[src/rtl/core/gcs_pkg.sv]
// Shared types and constants of the grouped cell statistics block.
// No dependencies; used by every module of the block.
package gcs_pkg;

   localparam int IDX_W   = 6;
   localparam int VAL_W   = 32;
   localparam int COUNT_W = 20;
   localparam int SUM_W   = 48;

   localparam int ROWS_DEFAULT = 64;
   localparam int COLS_DEFAULT = 64;

   localparam logic ACTION_ACCUM = 1'b0;
   localparam logic ACTION_READ  = 1'b1;

   localparam logic [COUNT_W-1:0] COUNT_MAX = {COUNT_W{1'b1}};
   localparam logic [SUM_W-1:0]   SUM_MAX   = {1'b0, {(SUM_W-1){1'b1}}};
   localparam logic [SUM_W-1:0]   SUM_MIN   = {1'b1, {(SUM_W-1){1'b0}}};
   localparam logic [VAL_W-1:0]   VAL_MAX   = {1'b0, {(VAL_W-1){1'b1}}};
   localparam logic [VAL_W-1:0]   VAL_MIN   = {1'b1, {(VAL_W-1){1'b0}}};

   typedef struct packed {
      logic        [COUNT_W-1:0] count;
      logic signed [SUM_W-1:0]   total;
      logic signed [VAL_W-1:0]   smallest;
      logic signed [VAL_W-1:0]   largest;
   } cell_stats_type;

   localparam cell_stats_type CELL_EMPTY = '{
      count:    '0,
      total:    '0,
      smallest: VAL_MAX,
      largest:  VAL_MIN
   };

endpackage

[src/rtl/core/gcs_update.sv]
// Update of one cell's statistics by one sample: saturating count and sum, min and max.
// Depends on gcs_pkg.
module gcs_update (
   input  gcs_pkg::cell_stats_type       cur,
   input  logic signed [gcs_pkg::VAL_W-1:0] value,
   output gcs_pkg::cell_stats_type       nxt
);
   import gcs_pkg::*;

   logic [SUM_W:0] sum_wide;

   assign sum_wide = {cur.total[SUM_W-1], cur.total}
                   + {{(SUM_W+1-VAL_W){value[VAL_W-1]}}, value};

   always_comb begin
      nxt = cur;
      if (cur.count != COUNT_MAX) begin
         nxt.count = cur.count + 1'b1;
      end
      // The two top bits differ only when the sum left the 48-bit range.
      if (sum_wide[SUM_W] != sum_wide[SUM_W-1]) begin
         nxt.total = sum_wide[SUM_W] ? SUM_MIN : SUM_MAX;
      end else begin
         nxt.total = sum_wide[SUM_W-1:0];
      end
      if (value < cur.smallest) begin
         nxt.smallest = value;
      end
      if (value > cur.largest) begin
         nxt.largest = value;
      end
   end

endmodule

[config.mk]
export PLATFORM = sky130hd
export DESIGN_NAME = gcs_update
export DESIGN_NICKNAME = d
export VERILOG_FILES = /design/src/rtl/core/gcs_pkg.sv /design/src/rtl/core/gcs_update.sv
export SDC_FILE = /design/constraint.sdc
export NUM_CORES = 1
export LEC_CHECK = 0
export CAP_MARGIN = 20
export CORE_AREA = 2 2 115 117
export DETAILED_ROUTE_END_ITERATION = 7
export DIE_AREA = 0 0 117 119
export DONT_BUFFER_PORTS = 1
export PLACE_DENSITY = 0.74
export SLEW_MARGIN = 20
export SYNTH_ARGS = -nofsm -noshare
export SYNTH_HDL_FRONTEND = slang
export SYNTH_SLANG_ARGS = --single-unit
[constraint.sdc]
create_clock -name vclk -period 2.8
set_input_delay 0.14 -clock vclk [all_inputs]
set_output_delay 0.14 -clock vclk [all_outputs]
set_load 0.05 [all_outputs]
Word-level counts from Yosys, hierarchy flattened
Index checks and enable logic that the tools add are counted.
{ "word_totals": {"ff_bits": 0, "input_bits": 164, "wordCells": 11} }
{ "op_classes": {"add_sub_neg": 2, "eq_ne": 2, "n_mux": 5, "magnitude_cmp": 2} }
{ "op_table": {"columns": ["operator", "n"], "rows": [
  ["2-to-1 mux 48 bit", 2],
  ["2-to-1 mux 32 bit", 2],
  ["adder 48 x 32 -> 49 bit", 1],
  ["greater-than comparator 32 bit", 1],
  ["less-than comparator 32 bit", 1],
  ["adder 20 x 1 -> 20 bit (second input constant)", 1],
  ["2-to-1 mux 20 bit", 1],
  ["!= test 20 bit (second input constant)", 1],
  ["!= test 1 bit", 1]
]} }

Logic depth before layout (Yosys ltp)
{ "depth": {"word_depth": 3, "mapped_depth": 14, "depth_no_buf": 13} }

Worst setup path before layout
Ideal clock, no wire load.
{ "synth_timing": {"kind": "in2out", "from": "input port value[0] in the netlist's numbering", "to": "output port nxt[78] in the netlist's numbering", "arrival_ns": 3.499, "t_required_ns": 2.660, "stages": 13, "path_slack_ns": -0.839, "path_cell_list": "ha_1 > inv_1 > fa_1 > nor2b_1 > o2111ai_1 > a31oi_2 > a31oi_1 > o21a_2 > o21ai_2 > nand2_1 > o21ai_4 > a21oi_2 > o31ai_1"} }
{ "synth_lines": {"columns": ["element", "line", "source"], "rows": [
  ["from (decl)", "gcs_update.sv:5", "input logic signed [gcs_pkg::VAL_W-1:0] value,"],
  ["to (decl)", "gcs_update.sv:6", "output gcs_pkg::cell_stats_type nxt"]
]} }

==> run summary <==
================================================================================
Final Critical Period                                                    3.01 ns
Die Area                                                              13900 um^2
Top cells by count, synth                                           ha_1 (112), a21oi_1 (94), inv_1 (75)
Total global-route track usage                                             30.5%
Sequential share of power                                                     0%
Final setup violation count                                                   47
Synth cell types                                                              62
Number of nets produced by synthesis                                        1062
Failing checks                                                      setup timing
Post-synthesis instance area                                           5680 um^2
Share of the clock period used by the worst path                            108%
Switching share of power                                                   57.8%
Slew of the pin with the lowest slew margin                             0.533 ns
Seq cells                                                                      0
Combinational share of power                                              100.0%
Vertical extent of the die                                                119 um
Static leakage power                                                     4.39 nW
Yosys Warn Count                                                               0
Slew Limit Fails                                                               0
Worst supply voltage drop on vdd                                        0.226 mV
Count of clock buffers in the final design                                     0
Data arrival time at the worst-slack endpoint                            2.87 ns
Final Hold Viols                                                               0
Antenna diode count                                                            0
Type of origin of the critical path                                 primary input
Residual DRC                                                                   0
Relative slew margins                                                      64.4%
Detailed Route Iter0 Violations                                              420
Fraction of final layout cells with drive strength greater than 1          39.5%
Sequential standard cell area                                             0 um^2
Number of instances in the synthesized netlist                               785
Number of antenna violations at the first check in global routing              0
Biggest fanout along the worst timing path                                     7
Post-synthesis cell type with the largest combined area                     ha_1
Core Region                                                           12900 um^2
Internal power summed over all cells                                     1.79 mW
Count of hold-fix buffers inserted at cts                                      0
Routed WL per cell                                                       20.6 um
Area growth from synthesis to layout                                       60.9%
Effective utilization at floorplan                                         44.1%
Required time at the worst-slack endpoint                                2.66 ns
Critical path endpoint category                                     primary output
WS Path Type                                                        primary input to primary output
Final cell utilization of the core                                         71.0%
Final GP Congestion                                                        0.984
Top-area cell type share of the netlist area                               24.7%
Pin count of the biggest net entering global routing                          24
Worst hold slack                                                        0.505 ns
Number of cell rows                                                           42
Worst-case setup margin in the final layout                            -0.214 ns
Tightest Hold Check Type                                            primary input to primary output
First-pass iteration count of the detailed router                              5
Pwr per Cell Area                                                    463 nW/um^2
Vias in the first global route                                              6895
Via count                                                                   6912
Setup repair after global routing missed its margin                         true
Synthesized area per cell                                              7.24 um^2
Top achievable clock speed                                               332 MHz
Die width                                                                 117 um
Top cells by area, synth                                            ha_1 (25%), mux2_2 (12%), a21oi_1 (8.3%)
Count of buffers from port buffering                                           0
Fill cell instance count of the final layout                                 942
Half-perimeter wire length after detailed placement                     18500 um
Total Negative Setup Slacks                                             -8.47 ns
Residual antenna-violating net count after detailed routing                    0
Sum of routed wire length over all layers                               23600 um
Vias per Instance                                                           6.04
Number of nets in the layout                                                1248
Run status                                                          complete, but fails checks
Grt ovf                                                                        0
Part of the Yosys area used for sequential elements                           0%
Global-route wire length before repair                                  34400 um
I/O pin count                                                                296
Share of total power in the clock network                                     0%
Most used standard cell by instance count after synthesis                   ha_1
Number of violations of the max-capacitance limit                              0
Power dissipated by switching net loads                                  2.44 mW
================================================================================
## final timing paths
check / slack, ns / to / startpoint / cells after the start
max: -0.21 / nxt[67] / value[4] / 14
min: 0.50 / nxt[7] / cur[7] / 1
## cell type report
class	count	area, um^2	area share, %
repair buffers	212	2300	25.2
multi-input cells	682	6320	69.1
inverters	75	298	3.26
well taps	176	220	2.41
## cell families (layout without fill, tap and decap cells)
logic type	after synthesis	after routing	share of synthesized area, %
muxes	66	66	13.0
xor gates and xnor gates	58	58	8.94
and+or+nand+nor	177	177	16.0
adders and majority gates	118	118	25.9
buffers and inverters	103	287	7.07
AOI/OAI and AO/OA	263	263	29.0
## critical path, stage by stage
cell       delay, ns
ha_4            0.22
a21o_1          0.18
o21bai_4        0.18
o2111ai_4       0.25
o41ai_4         0.10
a311oi_2        0.30
nor2_2          0.09
a21o_1          0.21
or3_4           0.41
a21oi_4         0.18
buf_12          0.17
buf_8           0.17
o21ai_4         0.08
buf_12          0.15
## placed cells by master, fill, tap and decap left out, types with 3 or more instances in the layout
cell type	netlist	layout
o21ai_4	1	14
o21ai_2	1	4
and3_1	8	8
ha_2	0	3
nand2_1	44	42
nand3_1	10	10
a21oi_1	94	54
and2_1	7	7
buf_8	0	12
clkbuf_16	0	3
a21oi_4	0	29
a31oi_1	9	7
buf_4	0	137
a21o_1	49	49
ha_4	0	8
maj3_2	1	5
o31ai_1	4	3
mux2_4	0	61
ha_1	112	101
xnor2_1	33	33
o21ai_0	42	35
nand4_1	34	34
nor2_1	34	33
a31oi_2	1	3
a21oi_2	1	12
inv_1	75	73
buf_12	0	30
nor2b_1	14	13
and4_1	3	3
nor3_1	7	6
xor2_1	25	25
nand2b_1	7	7
a211oi_1	5	4
o21ai_1	14	5
o211ai_1	3	3
buf_16	0	5
o21a_1	5	5
buf_6	0	25
o21bai_1	10	10
## layer usage
layer / wire length (um) / global-route usage (%) / vias up
met5: 0 / 0 / -
met4: 786 / 7.79 / 0
met3: 1770 / 3.97 / 62
met2: 12100 / 55.7 / 323
met1: 8970 / 37.1 / 3260
li1: - / - / 3267
## power by group through the flow
stage	combinational, mW	clock (mW)	sequential, mW
6_report	4.23	0	0
5_1_grt	4.42	0	0
4_1_cts	4.05	0	0
3_5_place_dp	3.73	0	0
3_3_place_gp	3.67	0	0
2_1_floorplan	2.65	0	0
## metrics by stage
| step | area [um^2] | instances | worst slack, ns | power [mW] |
|---|---|---|---|---|
| 2_1_floorplan | 6400 | 785 | -0.174 | 2.65 |
| 3_3_place_gp | 8170 | 1120 | -0.186 | 3.67 |
| 3_5_place_dp | 8170 | 1120 | -0.203 | 3.73 |
| 4_1_cts | 8820 | 1142 | -0.186 | 4.05 |
| 5_1_grt | 9140 | 1145 | -0.324 | 4.42 |
| 6_report | 9140 | 1145 | -0.214 | 4.23 |
## what timing repair did
item | CTS | global route
cloned | 5 | 4
setup endpoints to repair | 99 | 112
buffers inserted | 18 | 3
pin swaps | 12 | 23
gates resized for setup | 93 | 74
Note: power is estimated with default switching activity, not from simulation.
